`config.mk`:
```
export PLATFORM = sky130hd
export DESIGN_NAME = neural_activation_unit
export DESIGN_NICKNAME = d
export VERILOG_FILES = /design/src/hdl/nau_pkg.sv /design/src/hdl/nau_div.sv /design/src/hdl/neural_activation_unit.sv
export SDC_FILE = /design/constraint.sdc
export NUM_CORES = 1
export LEC_CHECK = 0
export BUFFER_PORTS_ARGS = -buffer_cell sky130_fd_sc_hd__buf_2
export CORE_UTILIZATION = 30
export CTS_CLUSTER_SIZE = 40
export DETAILED_ROUTE_END_ITERATION = 10
export GPL_TIMING_DRIVEN = 0
export HOLD_SLACK_MARGIN = 0.05
export PLACE_DENSITY = 0.56
export SYNTH_ARGS = -nofsm -noshare
export SYNTH_HDL_FRONTEND = slang
export SYNTH_SLANG_ARGS = --single-unit
```
`constraint.sdc`:
```
create_clock -name clk_i -period 9.9 [get_ports clk_i]
set_input_delay 1.98 -clock clk_i [delete_from_list [all_inputs] [get_ports clk_i]]
set_output_delay 1.98 -clock clk_i [all_outputs]
set_load 0.02 [all_outputs]
```
`src/hdl/nau_pkg.sv`:
```
// Shared types, register codes and constant functions for the activation unit.
// No dependencies; imported by nau_div and neural_activation_unit.
`timescale 1ns / 1ps
`default_nettype none

package nau_pkg;

  localparam int unsigned SAMPLE_W           = 16;
  localparam int unsigned MODE_W             = 3;
  localparam int unsigned PADDR_W            = 3;
  localparam int unsigned PDATA_W            = 32;
  localparam int unsigned FRAC_BITS_DEF      = 12;
  localparam int unsigned EXP_TABLE_BITS_DEF = 8;
  localparam int unsigned DIV_STEPS          = 4;
  localparam int unsigned SERIES_TERMS       = 24;

  // register index, taken from paddr[2]
  localparam logic REG_MODE = 1'b0;

  localparam logic [MODE_W-1:0] MODE_IDENTITY = 3'd0;
  localparam logic [MODE_W-1:0] MODE_SIGMOID  = 3'd1;
  localparam logic [MODE_W-1:0] MODE_TANH     = 3'd2;
  localparam logic [MODE_W-1:0] MODE_RELU     = 3'd3;
  localparam logic [MODE_W-1:0] MODE_LEAKY    = 3'd4;
  localparam logic [MODE_W-1:0] MODE_RESET    = MODE_RELU;

  localparam longint unsigned LOG2E_Q30 = 64'd1549082005;
  localparam longint unsigned LEAKY_Q30 = 64'd10737418;
  localparam longint unsigned LN2_Q32   = 64'd2977044472;

  typedef struct packed {
    logic [MODE_W-1:0]   mode;
    logic                neg;
    logic [SAMPLE_W-1:0] simple;
  } side_t;

  // Q30 constant rounded half up to f fraction bits
  function automatic longint unsigned q30_to_qf(longint unsigned v, int unsigned f);
    return (v + (64'd1 << (29 - f))) >> (30 - f);
  endfunction

  // shift-subtract quotient, used only on elaboration-time constants
  function automatic longint unsigned div_u64(longint unsigned num, longint unsigned den);
    longint unsigned q;
    longint unsigned r;
    q = '0;
    r = '0;
    for (int b = 63; b >= 0; b--) begin
      r = {r[62:0], num[b]};
      if (r >= den) begin
        r    = r - den;
        q[b] = 1'b1;
      end
    end
    return q;
  endfunction

  // 2^-(idx / 2^tbits) in Q fbits, Taylor series of exp(-x) in Q32
  function automatic logic [31:0] exp_rom_entry(int unsigned idx, int unsigned tbits,
                                                int unsigned fbits);
    longint unsigned x;
    longint unsigned term;
    longint          acc;
    x    = (longint'(idx) * LN2_Q32) >> tbits;
    term = 64'd1 << 32;
    acc  = longint'(64'd1 << 32);
    for (int n = 1; n <= int'(SERIES_TERMS); n++) begin
      term = div_u64((term * x) >> 32, 64'(n));
      if ((n & 1) != 0) begin
        acc = acc - longint'(term);
      end else begin
        acc = acc + longint'(term);
      end
    end
    if (acc < 0) begin
      acc = 0;
    end
    return 32'((longint'(acc) + (64'd1 << (31 - fbits))) >> (32 - fbits));
  endfunction

endpackage

`default_nettype wire

```
`src/hdl/nau_div.sv`:
```
// Pipelined restoring divider: floor(2^(2F) / den), DIV_STEPS quotient bits per stage.
// Sideband rides along with each request. Depends on nau_pkg.
`timescale 1ns / 1ps
`default_nettype none

module nau_div
  import nau_pkg::*;
#(
  parameter int unsigned FRAC_BITS = FRAC_BITS_DEF
) (
  input  wire logic                 clk_i,
  input  wire logic                 rst_ni,
  input  wire logic                 vld_i,
  input  wire side_t                side_i,
  input  wire logic [FRAC_BITS+1:0] den_i,
  output logic                      vld_o,
  output side_t                     side_o,
  output logic [FRAC_BITS:0]        quo_o
);

  localparam int unsigned QW   = FRAC_BITS + 1;
  localparam int unsigned NSTG = (QW + DIV_STEPS - 1) / DIV_STEPS;
  localparam logic [FRAC_BITS:0] REM_INIT = (FRAC_BITS+1)'(1) << (FRAC_BITS - 1);

  logic [NSTG-1:0]      vld_q;
  logic [FRAC_BITS:0]   rem_q [NSTG];
  logic [FRAC_BITS:0]   quo_q [NSTG];
  logic [FRAC_BITS+1:0] den_q [NSTG];
  side_t                side_q [NSTG];
  logic [FRAC_BITS:0]   rem_d [NSTG];
  logic [FRAC_BITS:0]   quo_d [NSTG];

  always_comb begin
    logic [FRAC_BITS:0]   r;
    logic [FRAC_BITS:0]   qv;
    logic [FRAC_BITS+1:0] dv;
    logic [FRAC_BITS+1:0] sh;
    for (int g = 0; g < int'(NSTG); g++) begin
      if (g == 0) begin
        r  = REM_INIT;
        qv = '0;
        dv = den_i;
      end else begin
        r  = rem_q[g-1];
        qv = quo_q[g-1];
        dv = den_q[g-1];
      end
      for (int i = 0; i < int'(DIV_STEPS); i++) begin
        if (g * int'(DIV_STEPS) + i < int'(QW)) begin
          sh = {r, 1'b0};
          if (sh >= dv) begin
            r  = (FRAC_BITS+1)'(sh - dv);
            qv = {qv[FRAC_BITS-1:0], 1'b1};
          end else begin
            r  = sh[FRAC_BITS:0];
            qv = {qv[FRAC_BITS-1:0], 1'b0};
          end
        end
      end
      rem_d[g] = r;
      quo_d[g] = qv;
    end
  end

  always_ff @(posedge clk_i or negedge rst_ni) begin
    if (!rst_ni) begin
      vld_q <= '0;
    end else begin
      vld_q <= {vld_q[NSTG-2:0], vld_i};
    end
  end

  always_ff @(posedge clk_i) begin
    for (int g = 0; g < int'(NSTG); g++) begin
      rem_q[g] <= rem_d[g];
      quo_q[g] <= quo_d[g];
      if (g == 0) begin
        den_q[g]  <= den_i;
        side_q[g] <= side_i;
      end else begin
        den_q[g]  <= den_q[g-1];
        side_q[g] <= side_q[g-1];
      end
    end
  end

  assign vld_o  = vld_q[NSTG-1];
  assign side_o = side_q[NSTG-1];
  assign quo_o  = quo_q[NSTG-1];

endmodule

`default_nettype wire

```
`src/hdl/neural_activation_unit.sv`:
```
// Top level of the activation unit: APB mode register, exp pipeline, output stage.
// Depends on nau_pkg and nau_div.
`timescale 1ns / 1ps
`default_nettype none

// Usage:
//   A sample is taken on sample_i at each rising edge where start_i is high and
//   busy_o is low. busy_o stays low, so a new sample may enter every cycle.
//   Each sample yields one activation on activation_o, marked by done_o for one
//   cycle; the receiver must take it then.
//   Throughput is one request per cycle.
//   Stages: input register, |z|*log2(e) multiply, exp ROM and shift, then the
//   reciprocal divider with four quotient bits per stage, then the output mux.
//   Results leave in request order.
//   The mode register (APB, offset 0) picks identity, sigmoid, tanh, relu or
//   leaky relu; codes 5..7 act as relu. Write it only while no request is in flight.
//   Reset clears the pipeline valids and sets mode to relu.

module neural_activation_unit
  import nau_pkg::*;
#(
  parameter int unsigned FRAC_BITS      = FRAC_BITS_DEF,
  parameter int unsigned EXP_TABLE_BITS = EXP_TABLE_BITS_DEF
) (
  input  wire logic                       clk_i,
  input  wire logic                       rst_ni,
  input  wire logic                       start_i,
  input  wire logic signed [SAMPLE_W-1:0] sample_i,
  output logic                            busy_o,
  output logic                            done_o,
  output logic signed [SAMPLE_W-1:0]      activation_o,
  input  wire logic                       psel,
  input  wire logic                       penable,
  input  wire logic                       pwrite,
  input  wire logic [PADDR_W-1:0]         paddr,
  input  wire logic [PDATA_W-1:0]         pwdata,
  output logic [PDATA_W-1:0]              prdata,
  output logic                            pready
);

  localparam int unsigned TABLE_SIZE = 1 << EXP_TABLE_BITS;
  localparam int unsigned NSTG = (FRAC_BITS + 1 + DIV_STEPS - 1) / DIV_STEPS;
  localparam int unsigned LAT  = 4 + NSTG;
  localparam logic [FRAC_BITS:0]   LOG2E_Q = (FRAC_BITS+1)'(q30_to_qf(LOG2E_Q30, FRAC_BITS));
  localparam logic [FRAC_BITS-1:0] LEAKY_Q = FRAC_BITS'(q30_to_qf(LEAKY_Q30, FRAC_BITS));
  localparam logic [FRAC_BITS:0]   ONE_F   = (FRAC_BITS+1)'(1) << FRAC_BITS;
  localparam logic signed [SAMPLE_W-1:0] ONE_S = SAMPLE_W'(ONE_F);

  // config
  logic [MODE_W-1:0] mode_q;
  logic              wr_en;

  assign wr_en  = psel && penable && pwrite;
  assign pready = 1'b1;
  assign prdata = (paddr[2] == REG_MODE) ? PDATA_W'(mode_q) : '0;
  assign busy_o = 1'b0;

  always_ff @(posedge clk_i or negedge rst_ni) begin
    if (!rst_ni) begin
      mode_q <= MODE_RESET;
    end else if (wr_en && paddr[2] == REG_MODE) begin
      mode_q <= pwdata[MODE_W-1:0];
    end
  end

  // exp ROM
  logic [FRAC_BITS:0] exp_rom [TABLE_SIZE];

  for (genvar gi = 0; gi < TABLE_SIZE; gi++) begin : g_rom
    localparam logic [FRAC_BITS:0] ENTRY =
      (FRAC_BITS+1)'(exp_rom_entry(gi, EXP_TABLE_BITS, FRAC_BITS));
    assign exp_rom[gi] = ENTRY;
  end

  // stage 0: input register
  logic                       s0_vld_q;
  logic signed [SAMPLE_W-1:0] s0_sample_q;
  logic [MODE_W-1:0]          s0_mode_q;

  // stage 1: scaled magnitude
  logic                s1_vld_q;
  logic [16:0]         s1_t_q;
  side_t               s1_side_q;
  logic [SAMPLE_W-1:0] mag16;
  logic [16:0]         mag17;
  logic [FRAC_BITS+16:0] prod;
  logic [FRAC_BITS+16:0] lprod;
  logic [SAMPLE_W-1:0] leaky_mag;
  side_t               s1_side_d;

  // stage 2: divider operand
  logic                 s2_vld_q;
  logic [FRAC_BITS+1:0] s2_den_q;
  side_t                s2_side_q;
  logic [31:0]          k_ext;
  logic [FRAC_BITS-1:0] frac;
  logic [EXP_TABLE_BITS-1:0] rom_idx;
  logic [FRAC_BITS:0]   rom_val;
  logic [FRAC_BITS:0]   e_val;
  logic [FRAC_BITS+1:0] den_d;

  // divider and output
  logic                div_vld;
  side_t               div_side;
  logic [FRAC_BITS:0]  div_quo;
  logic [FRAC_BITS:0]  tanh_m;
  logic [SAMPLE_W-1:0] act_d;
  logic                done_q;
  logic [SAMPLE_W-1:0] act_q;

  always_ff @(posedge clk_i or negedge rst_ni) begin
    if (!rst_ni) begin
      s0_vld_q <= 1'b0;
      s1_vld_q <= 1'b0;
      s2_vld_q <= 1'b0;
      done_q   <= 1'b0;
    end else begin
      s0_vld_q <= start_i && !busy_o;
      s1_vld_q <= s0_vld_q;
      s2_vld_q <= s1_vld_q;
      done_q   <= div_vld;
    end
  end

  always_comb begin
    mag16 = s0_sample_q[SAMPLE_W-1] ? (~s0_sample_q + 16'd1) : s0_sample_q;
    mag17 = (s0_mode_q == MODE_TANH) ? {mag16, 1'b0} : {1'b0, mag16};
    prod  = (FRAC_BITS+17)'(mag17) * (FRAC_BITS+17)'(LOG2E_Q);
    lprod = (FRAC_BITS+17)'(mag16) * (FRAC_BITS+17)'(LEAKY_Q)
          + (FRAC_BITS+17)'(ONE_F - 1'b1);
    leaky_mag = lprod[FRAC_BITS+15:FRAC_BITS];
    s1_side_d.mode = s0_mode_q;
    s1_side_d.neg  = s0_sample_q[SAMPLE_W-1];
    case (s0_mode_q)
      MODE_IDENTITY: s1_side_d.simple = s0_sample_q;
      MODE_LEAKY:    s1_side_d.simple = s0_sample_q[SAMPLE_W-1] ?
                                        (16'd0 - leaky_mag) : s0_sample_q;
      default:       s1_side_d.simple = s0_sample_q[SAMPLE_W-1] ? '0 : s0_sample_q;
    endcase
  end

  assign frac = s1_t_q[FRAC_BITS-1:0];

  if (FRAC_BITS >= EXP_TABLE_BITS) begin : g_idx_down
    assign rom_idx = frac[FRAC_BITS-1 -: EXP_TABLE_BITS];
  end else begin : g_idx_up
    assign rom_idx = {frac, {(EXP_TABLE_BITS-FRAC_BITS){1'b0}}};
  end

  always_comb begin
    k_ext   = 32'(s1_t_q >> FRAC_BITS);
    rom_val = exp_rom[rom_idx];
    e_val   = (k_ext >= 32'd16) ? '0 : (rom_val >> k_ext[3:0]);
    den_d   = (FRAC_BITS+2)'(ONE_F) + (FRAC_BITS+2)'(e_val);
  end

  always_ff @(posedge clk_i) begin
    s0_sample_q <= sample_i;
    s0_mode_q   <= mode_q;
    s1_t_q      <= prod[FRAC_BITS+16:FRAC_BITS];
    s1_side_q   <= s1_side_d;
    s2_den_q    <= den_d;
    s2_side_q   <= s1_side_q;
    act_q       <= act_d;
  end

  nau_div #(
    .FRAC_BITS(FRAC_BITS)
  ) u_div (
    .clk_i (clk_i),
    .rst_ni(rst_ni),
    .vld_i (s2_vld_q),
    .side_i(s2_side_q),
    .den_i (s2_den_q),
    .vld_o (div_vld),
    .side_o(div_side),
    .quo_o (div_quo)
  );

  always_comb begin
    tanh_m = (FRAC_BITS+1)'({div_quo, 1'b0} - (FRAC_BITS+2)'(ONE_F));
    case (div_side.mode)
      MODE_SIGMOID: act_d = div_side.neg ? SAMPLE_W'(ONE_F - div_quo) : SAMPLE_W'(div_quo);
      MODE_TANH:    act_d = div_side.neg ? (16'd0 - SAMPLE_W'(tanh_m)) : SAMPLE_W'(tanh_m);
      default:      act_d = div_side.simple;
    endcase
  end

  assign done_o       = done_q;
  assign activation_o = act_q;

  a_latency: assert property (@(posedge clk_i) disable iff (!rst_ni)
    start_i && !busy_o |-> ##LAT done_o)
    else $error("request did not complete at the expected latency");

  a_no_spurious: assert property (@(posedge clk_i) disable iff (!rst_ni)
    done_o |-> $past(start_i, LAT))
    else $error("result without a matching request");

  a_sigmoid_rng: assert property (@(posedge clk_i) disable iff (!rst_ni)
    div_vld && div_side.mode == MODE_SIGMOID |=> !activation_o[SAMPLE_W-1] &&
    activation_o <= ONE_S)
    else $error("sigmoid result out of range");

  a_tanh_rng: assert property (@(posedge clk_i) disable iff (!rst_ni)
    div_vld && div_side.mode == MODE_TANH |=> activation_o <= ONE_S &&
    activation_o >= -ONE_S)
    else $error("tanh result out of range");

  a_relu_pos: assert property (@(posedge clk_i) disable iff (!rst_ni)
    div_vld && div_side.mode == MODE_RELU |=> !activation_o[SAMPLE_W-1])
    else $error("relu result negative");

endmodule

`default_nettype wire

```
==> results of run 1 <==
-- Yosys cell counts (13+ instances only) --
cell / number
o31ai_1: 23
o211ai_1: 27
o21a_1: 47
a31oi_1: 34
mux2i_1: 41
or2_2: 21
o22a_1: 16
and3_1: 16
a311oi_1: 13
inv_1: 272
and2_1: 21
dfxtp_1: 300
a22oi_1: 16
buf_4: 34
nor3_1: 64
nand4_1: 19
nand2_1: 151
nand3_1: 34
nand2b_1: 35
xor2_1: 64
buf_2: 31
mux2_2: 72
fa_1: 83
ha_1: 342
xnor2_1: 97
a211oi_1: 31
a21o_1: 52
clkbuf_1: 56
nor2b_1: 56
o21ai_0: 136
or3_1: 30
nor2_1: 212
a21oi_1: 146
o21bai_1: 15
-- through the flow --
step | instance area, µm² | std cells
2_1_floorplan | 25200 | 2881
3_3_place_gp | 26700 | 3996
3_5_place_dp | 26700 | 3996
4_1_cts | 27900 | 4054
5_1_grt | 28000 | 4058
6_report | 28000 | 4058
-- flip-flops by register name, summed over array words and instances, names as in the netlist --
register,flops
s1_side_q,20
u_div.quo_q,37
s2_vld_q,1
u_div.den_q,42
done_o,1
u_div.vld_q,4
mode_q,3
s1_vld_q,1
activation_o,16
s0_mode_q,3
s2_den_q,14
u_div.rem_q,39
s0_sample_q,16
s0_vld_q,1
u_div.side_q,80
s1_t_q,13
s2_side_q,20
-- routing by layer --
metal	share of wire, %	vias to the layer above	global-route usage [%]	wire length (µm)
met1	47	9635	22.0	32500
li1	-	10300	-	-
met3	5.7	138	1.99	3960
met4	2.8	0	4.81	1950
met2	45	615	25.7	30800
met5	0	-	0	0
-- logic make-up after synthesis --
family / Yosys count / share of synthesized area, %
multiplexers: 122 / 5.49
AND/OR/NAND/NOR: 719 / 14.2
other: 2 / 0.0300
flip-flops: 311 / 25.1
adder cells (fa/ha/maj): 425 / 23.7
XOR/XNOR: 161 / 5.63
buffers and inverters: 410 / 6.88
AO/OA/AOI/OAI: 702 / 19.0
-- placed cells by master (no fill, tap or decap), drive strengths merged, types with 13 or more instances in the layout --
| master | Yosys | routed |
|---|---|---|
| clkbuf | 56 | 94 |
| dfxtp | 300 | 300 |
| a31oi | 34 | 34 |
| o211ai | 28 | 28 |
| xnor2 | 97 | 97 |
| and3 | 17 | 17 |
| ha | 342 | 342 |
| nand3 | 34 | 34 |
| o21ai | 141 | 141 |
| nor2b | 56 | 56 |
| buf | 75 | 123 |
| a21oi | 154 | 154 |
| inv | 275 | 284 |
| xor2 | 64 | 64 |
| conb | 2 | 31 |
| a21o | 52 | 52 |
| nor2 | 213 | 213 |
| a311oi | 13 | 13 |
| mux2 | 77 | 77 |
| or2 | 22 | 22 |
| a21boi | 13 | 13 |
| o21bai | 15 | 15 |
| o22a | 16 | 16 |
| o21a | 47 | 47 |
| nand2 | 151 | 151 |
| nand2b | 35 | 35 |
| o31ai | 23 | 23 |
| a22oi | 16 | 16 |
| mux2i | 41 | 41 |
| a211oi | 31 | 31 |
| and2 | 22 | 22 |
| or3 | 31 | 31 |
| nor3 | 66 | 66 |
| fa | 83 | 83 |
| nand4 | 19 | 19 |
-- cell type report --
type	count	share of cell area (%)
Tap cell	1070	4.77
Timing Repair Buffer	51	0.964
Clock buffer	36	3.02
Clock inverter	21	0.723
Buffer	130	2.46
Multi-Input combinational cell	2160	61.9
Inverter	279	3.78
Sequential cell	311	22.4
-- worst min-delay path by stage --
stage | to | slack [ns] | cells past startpoint
after floorplan | s2_side_q[0]$_DFF_P_ | 0.31 | 0
after detailed placement | u_div.quo_q[3][3]$_DFF_P_ | 0.31 | 0
after global placement | u_div.side_q[0][16]$_DFF_P_ | 0.31 | 0
after CTS | s2_side_q[12]$_DFF_P_ | 0.32 | 0
final | s2_side_q[12]$_DFF_P_ | 0.32 | 0
after global routing | u_div.side_q[1][12]$_DFF_P_ | 0.33 | 0
-- timing repair --
| item | in CTS | in global routing |
|---|---|---|
| pin swaps | 1 | 4 |
| endpoints found under the hold margin | 0 | 0 |
| buffers inserted | 1 | 5 |
| endpoints found under the setup margin | 42 | 42 |
| gates resized for setup | 19 | 43 |
| cloned | 0 | 0 |
==> run_results.csv, run 1 <==
group,metric,value,unit
timing,finalHoldViolCount,0,
yosys,yosysWarnings,0,
placed_design,place.detailed.hpwl,54.8,mm
global_route,grt_pass1_vias,20100,
placed_design,place_ws,-0.935,ns
layout,multiInputGateArea,0.0173,mm²
clocking,tritoncts,"yes",
route,drc,0,
setup_path,reg2regPathDepth,39,
route,via_per_inst,5.09,
status,status,"complete, no violations",
setup_path,cp_max_fo,10,
layout,drive_gt1_share,11.7,%
timing,hold_ws,0.322,ns
layout,seq_area,0.00629,mm²
setup_path,timing.rr.end,"u_div.rem_q[0][10]$_DFF_P_",
placed_design,gp_congestion,0.924,
yosys,yosysSeqAreaShare,25.1,%
setup_path,crit_slowest_cell,"a2111oi_2",
floorplanning,ios,108,
flow_run,drv_cap,0,
yosys,syn_inst,2852,
placed_design,io_buffers,45,
global_route,track_usage,15.9,%
layout,finalNetCount,3446,
yosys,yosysUniqueCellTypes,97,
layout,post-route-util,34.0,%
clocking,clk_pin_slew_worst_paths,0.07,ns
timing,fmax,0.106,GHz
clocking,hold_buffers,0,
setup_path,worstPathRequired,10.36,ns
clocking,cts_max_level,1,
global_route,grt_pass1_wl,109,mm
setup_path,reg2reg_from,"s2_den_q[0]$_SDFF_PP0_",
route,drt_iter0_markers,1585,
setup_path,startpoint,"s2_den_q[0]$_SDFF_PP0_",
global_route,antenna_found_initial,1,
route,routed_wl,69.3,mm
floorplanning,die_x,291,µm
floorplanning,rows,105,
setup_path,path_buf_inv,9,
yosys,synth-seq-cells,311,
route,wl_per_cell,17.1,µm
setup_path,ff2ff_setup_slack,0.47,ns
route,ant_nets,0,
timing,tightest_slew,0.931,ns
yosys,postSynth.topFlopCell,"dfxtp_1",
timing,post-route-min-period,9.43,ns
route,route.vias.total,20700,
clocking,numCtsBuffers,31,
floorplanning,floorplan.die.height,291,µm
floorplanning,coreArea,0.0824,mm²
worst_hold_path,min_path_type,"reg -> reg",
setup_path,critical_path_class,"reg -> reg",
yosys,post-synth-top-area-cell,"dfxtp_1",
timing,setup_viol,0,
yosys,netlist_top_cells_area,"dfxtp_1 (24%), ha_1 (17%), fa_1 (6.6%)",
yosys,synthArstFlopShare,3.54,%
setup_path,arrival,9.89,ns
setup_path,end_kind,"flip-flop",
floorplanning,die_area,0.0847,mm²
setup_path,worst_path_most_repeated_cell,"ha_1",
layout,n_antenna_cell,0,
clocking,clk_latency,0.58,ns
yosys,syn_avg_cell_area,8.79,µm²
timing,finalCritPeriodShare,95.3,%
global_route,grt_max_degree,17,
route,drt-pass1-iter-count,6,
yosys,syn_area,0.0251,mm²
global_route,overflow,0,
timing,drv_slew,0,
timing,tns,0,ns
layout,area_delta_synth_final,11.8,%
setup_path,startpoint_type,"flip-flop",
yosys,synth_edf_count,0,
worst_hold_path,min_from,"s1_side_q[12]$_DFF_P_",
layout,fillerInstances,8471,
setup_path,critical-path-max-stage-delay,0.47,ns
floorplanning,start_util,30.4,%
setup_path,crit_family,"compound AO/OA/AOI/OAI gates",
clocking,cts_max_path_buffers,3,
clocking,root_buffer,"clkbuf_16",
timing,slew_headroom,37.9,%
setup_path,timing.critical_path.to,"u_div.rem_q[0][10]$_DFF_P_",
timing,final.setup_skew,0.0163,ns
timing,setup_slack,0.467,ns
yosys,synth_top_area_share,24.0,%
setup_path,path_depth,39,
clocking,clkSinkCount,311,
Power of run 1 is not shown: default switching activity piles up to over one toggle a cycle in this logic, so the estimate is an artifact.
==> run 2, diff against run 1 <==
--- a/config.mk
+++ b/config.mk
@@ -7,11 +7,11 @@
 export LEC_CHECK = 0
 export BUFFER_PORTS_ARGS = -buffer_cell sky130_fd_sc_hd__buf_2
 export CORE_UTILIZATION = 30
+export CTS_BUF_LIST = sky130_fd_sc_hd__clkbuf_8
 export CTS_CLUSTER_SIZE = 40
 export DETAILED_ROUTE_END_ITERATION = 10
 export GPL_TIMING_DRIVEN = 0
 export HOLD_SLACK_MARGIN = 0.05
-export PLACE_DENSITY = 0.56
 export SYNTH_ARGS = -nofsm -noshare
 export SYNTH_HDL_FRONTEND = slang
 export SYNTH_SLANG_ARGS = --single-unit
==> run_results.csv, run 2 (same netlist as run 1, synthesis figures left out) <==
group,metric,value,unit
timing,fmax,0.108,GHz
clocking,cts_max_path_buffers,3,
setup_path,end_kind,"flip-flop",
timing,setup_slack,0.600,ns
layout,finalNetCount,3464,
setup_path,arrival,9.77,ns
timing,tightest_slew,0.986,ns
route,via_per_inst,5.12,
route,route.vias.total,20900,
clocking,root_buffer,"clkbuf_8",
layout,drive_gt1_share,11.9,%
clocking,hold_buffers,0,
placed_design,io_buffers,45,
global_route,grt_max_degree,16,
route,ant_nets,0,
floorplanning,rows,105,
global_route,grt_pass1_vias,20600,
layout,area_delta_synth_final,11.4,%
clocking,clkSinkCount,311,
setup_path,critical-path-max-stage-delay,0.43,ns
floorplanning,coreArea,0.0824,mm²
global_route,antenna_found_initial,3,
flow_run,drv_cap,0,
route,routed_wl,69.6,mm
placed_design,gp_congestion,1.00,
clocking,cts_max_level,2,
route,drt-pass1-iter-count,5,
timing,post-route-min-period,9.30,ns
status,status,"complete, no violations",
floorplanning,die_x,291,µm
placed_design,place.detailed.hpwl,55.3,mm
clocking,clk_latency,0.59,ns
floorplanning,floorplan.die.height,291,µm
route,drt_iter0_markers,1729,
setup_path,crit_slowest_cell,"o41a_1",
layout,mostFrequentLayoutCell,"ha_1",
timing,finalHoldViolCount,0,
timing,final.setup_skew,0.0551,ns
setup_path,critical_path_class,"reg -> reg",
floorplanning,ios,108,
global_route,grt_pass1_wl,110,mm
floorplanning,start_util,30.4,%
global_route,overflow,0,
worst_hold_path,min_path_type,"reg -> reg",
timing,finalCritPeriodShare,93.9,%
placed_design,placedCellCount,3996,
timing,drv_slew,0,
route,wl_per_cell,17.0,µm
timing,slew_headroom,34.3,%
global_route,track_usage,16.1,%
layout,top_regs,"u_div.side_q: 80 flops, u_div.den_q: 42 flops, u_div.rem_q: 39 flops",
route,drc,0,
layout,largest_register_ffs,80,
setup_path,cp_max_fo,10,
timing,setup_viol,0,
floorplanning,die_area,0.0847,mm²
clocking,numCtsBuffers,48,
layout,mostFrequentLayoutCells,"ha_1 (342), dfxtp_1 (299), inv_1 (283)",
setup_path,startpoint_type,"flip-flop",
placed_design,place_ws,-0.463,ns
layout,regMostFlops,"u_div.side_q",
clocking,tritoncts,"yes",
setup_path,worstPathRequired,10.37,ns
clocking,clk_pin_slew_worst_paths,0.06,ns
layout,final_cells,4088,
==> run 2: cell count changes in the layout (fill, tap and decap cells not counted), moves of 3 or more <==
cell       before  now
clkbuf_8        3   58
clkbuf_16      32    0
inv_1         271  283
inv_8           4    0
inv_6           5    2
o21ai_0       131  134
o21ai_1         7    4
==> run 2: timing repair <==
action | in CTS | in global routing
endpoints found under the hold margin | 0 | 0
pin swaps | 1 | 2
gates resized for setup | 12 | 40
setup buffers | 1 | 6
endpoints found under the setup margin | 36 | 41
==> run 2: worst max-delay path: cells and delay by family (launching register included) <==
family,cells,cell delay [ns]
buffers and inverters,8,1.40
DFF,1,0.34
muxes,3,0.90
adders and majority gates,4,1.41
AOI/OAI and AO/OA,20,4.31
and+or+nand+nor,4,0.78
==> run 2: final timing paths <==
kind / slack [ns] / cells after the start / endpoint / start
max: 0.60 / 39 / u_div.rem_q[2][8]$_DFF_P_ / u_div.den_q[1][2]$_DFF_P_
min: 0.28 / 0 / u_div.side_q[2][5]$_DFF_P_ / u_div.side_q[1][5]$_DFF_P_
max reg2reg: 0.60 / 39 / u_div.rem_q[2][8]$_DFF_P_ / u_div.den_q[1][2]$_DFF_P_
min reg2reg: 0.28 / 0 / u_div.side_q[2][5]$_DFF_P_ / u_div.side_q[1][5]$_DFF_P_
max in group asynchronous: 8.34 / 1 / mode_q[1]$_DFFE_PN1P_ / rst_ni
min in group asynchronous: 1.25 / 1 / done_o$_DFF_PN0_ / rst_ni
==> run 2: area by class of cell <==
type	count	area (µm²)
fillers	8523	54400
multi-input cells	2160	17300
flip-flops and latches	311	6280
well taps	1070	1340
inverters	279	1060
clock buffers	58	798
plain buffers	130	696
repair buffers	52	278
clock inverters	26	189
diodes	2	5.00
==> run 2: routing by layer <==
| metal | global-route usage, % | vias up | part of all wire, % |
|---|---|---|---|
| li1 | - | 10300 | - |
| met1 | 20.8 | 9717 | 44 |
| met2 | 26.7 | 702 | 45 |
| met3 | 2.65 | 191 | 6.5 |
| met4 | 6.47 | 0 | 4.0 |
| met5 | 0 | - | 0 |
==> run 2: through the flow <==
step / utilization (%) / cell area, µm² / hold slack, ns / TNS (ns)
6_report: 33.9 / 27900 / 0.275 / 0
5_1_grt: 33.9 / 27900 / 0.293 / -0.0845
3_5_place_dp: 32.5 / 26700 / 0.312 / -8.05
4_1_cts: 33.7 / 27800 / 0.279 / 0
3_3_place_gp: 32.5 / 26700 / 0.311 / -6.67
2_1_floorplan: - / 25200 / 0.310 / 0
Power of run 2 is left out for the same reason.
==> run 3, diff against run 2 <==
--- a/config.mk
+++ b/config.mk
@@ -6,12 +6,13 @@
 export NUM_CORES = 1
 export LEC_CHECK = 0
 export BUFFER_PORTS_ARGS = -buffer_cell sky130_fd_sc_hd__buf_2
-export CORE_UTILIZATION = 30
+export CORE_UTILIZATION = 51
 export CTS_BUF_LIST = sky130_fd_sc_hd__clkbuf_8
 export CTS_CLUSTER_SIZE = 40
 export DETAILED_ROUTE_END_ITERATION = 10
 export GPL_TIMING_DRIVEN = 0
 export HOLD_SLACK_MARGIN = 0.05
+export PLACE_DENSITY = 0.65
 export SYNTH_ARGS = -nofsm -noshare
 export SYNTH_HDL_FRONTEND = slang
 export SYNTH_SLANG_ARGS = --single-unit
==> run_results.csv, run 3 (same netlist as run 1, synthesis figures left out) <==
group,metric,value,unit
status,status,"complete, no violations",
setup_path,arrival,9.94,ns
route,drc,0,
timing,fmax,0.106,GHz
flow_run,drv_cap,0,
route,via_per_inst,5.75,
global_route,track_usage,27.5,%
floorplanning,rows,80,
global_route,grt_pass1_wl,110,mm
layout,regMostFlops,"u_div.side_q",
timing,tightest_slew,1.15,ns
placed_design,dpl-instance-area,0.0262,mm²
timing,drv_slew,0,
floorplanning,floorplan.die.height,224,µm
route,ant_nets,0,
route,drt_iter0_markers,1562,
global_route,antenna_found_initial,0,
setup_path,worst_path_most_repeated_cell,"ha_1",
setup_path,cp_max_fo,10,
setup_path,critical-path-max-stage-delay,0.46,ns
route,wl_per_cell,18.9,µm
floorplanning,start_util,52.1,%
clocking,numCtsBuffers,46,
setup_path,reg2regPathDepth,42,
layout,drive_gt1_share,11.7,%
timing,final.setup_skew,0.0375,ns
timing,finalHoldViolCount,0,
clocking,clk_pin_slew_worst_paths,0.06,ns
global_route,grt_max_degree,16,
global_route,grt_pass1_vias,21000,
placed_design,io_buffers,45,
floorplanning,die_x,224,µm
setup_path,critical_path_class,"reg -> reg",
floorplanning,die_area,0.0500,mm²
global_route,overflow,0,
setup_path,crit_slowest_cell,"or4_4",
layout,post-route-util,57.0,%
layout,final_cell_area,0.0274,mm²
clocking,root_buffer,"clkbuf_8",
setup_path,worstPathRequired,10.37,ns
clocking,clkSinkCount,311,
clocking,cts_max_level,2,
floorplanning,coreArea,0.0481,mm²
setup_path,startpoint_type,"flip-flop",
floorplanning,ios,108,
clocking,tritoncts,"yes",
setup_path,reg2reg_from,"s2_den_q[0]$_SDFF_PP0_",
setup_path,timing.rr.end,"u_div.rem_q[0][9]$_DFF_P_",
timing,setup_viol,0,
layout,largest_register_ffs,80,
layout,top_regs,"u_div.side_q: 80 flops, u_div.den_q: 42 flops, u_div.rem_q: 39 flops",
setup_path,timing.critical_path.to,"u_div.rem_q[0][9]$_DFF_P_",
layout,mostFrequentLayoutCell,"ha_1",
setup_path,ff2ff_setup_slack,0.43,ns
timing,post-route-min-period,9.47,ns
timing,finalCritPeriodShare,95.7,%
setup_path,end_kind,"flip-flop",
clocking,clk_latency,0.61,ns
clocking,cts_max_path_buffers,3,
layout,mostFrequentLayoutCells,"ha_1 (342), dfxtp_1 (299), inv_1 (286)",
route,routed_wl,69.3,mm
route,drt-pass1-iter-count,5,
placed_design,place.detailed.hpwl,54.6,mm
timing,slew_headroom,22.7,%
setup_path,startpoint,"s2_den_q[0]$_SDFF_PP0_",
worst_hold_path,min_path_type,"reg -> reg",
layout,area_delta_synth_final,9.39,%
layout,finalNetCount,3461,
placed_design,gp_congestion,0.973,
route,route.vias.total,21100,
[run 3: what timing repair did]
item	CTS	global route
setup buffers	1	5
hold buffers	0	0
setup endpoints to repair	38	42
pin swaps	1	6
hold endpoints to repair	0	0
resized for setup	14	44
[run 3: how the worst min path moves through the flow]
stage                                startpoint                     endpoint  slack (ns)  cells after the start
floorplan                  s1_side_q[0]$_DFF_P_         s2_side_q[0]$_DFF_P_        0.31                      0
global placement    u_div.side_q[0][18]$_DFF_P_  u_div.side_q[1][18]$_DFF_P_        0.31                      0
detailed placement    u_div.quo_q[0][2]$_DFF_P_    u_div.quo_q[1][6]$_DFF_P_        0.31                      0
CTS                        s1_side_q[8]$_DFF_P_         s2_side_q[8]$_DFF_P_        0.30                      0
global route               s1_side_q[8]$_DFF_P_         s2_side_q[8]$_DFF_P_        0.31                      0
finish                     s1_side_q[8]$_DFF_P_         s2_side_q[8]$_DFF_P_        0.30                      0
[run 3: metrics by stage]
step | setup slack [ns] | cells | hold slack, ns | setup TNS (ns)
after floorplan | 1.50 | 2881 | 0.310 | 0
after global placement | -0.684 | 3582 | 0.310 | -10.65
after CTS | 0.0450 | 3665 | 0.301 | 0
after global routing | -0.105 | 3669 | 0.306 | -0.286
after detailed placement | -0.752 | 3582 | 0.312 | -13.18
final | 0.428 | 3670 | 0.304 | 0
[run 3: metal layers]
metal	vias up	track usage [%]	routed length [µm]
met4	0	9.68	2120
li1	10300	-	-
met3	154	4.70	4200
met2	639	45.8	31900
met1	10000	35.9	31000
met5	-	0	0
[run 3: area by class of cell]
cell class	count	area (µm²)
Fill cell	4372	20700
Multi-Input combinational cell	2160	17300
Sequential cell	311	6280
Inverter	279	1060
Tap cell	656	821
Buffer	130	697
Clock buffer	50	688
Clock inverter	32	289
Timing Repair Buffer	51	270
Antenna cell	1	2.50
[run 3: critical path, delay by kind of cell, from the launching register on]
kind / cells / cell delay, ns
AO/OA/AOI/OAI: 18 / 3.69
AND/OR/NAND/NOR: 8 / 2.15
buffers and inverters: 10 / 1.76
adder cells (fa/ha/maj): 4 / 0.90
multiplexers: 2 / 0.49
flip-flops: 1 / 0.39
Power of run 3 is left out for the same reason.
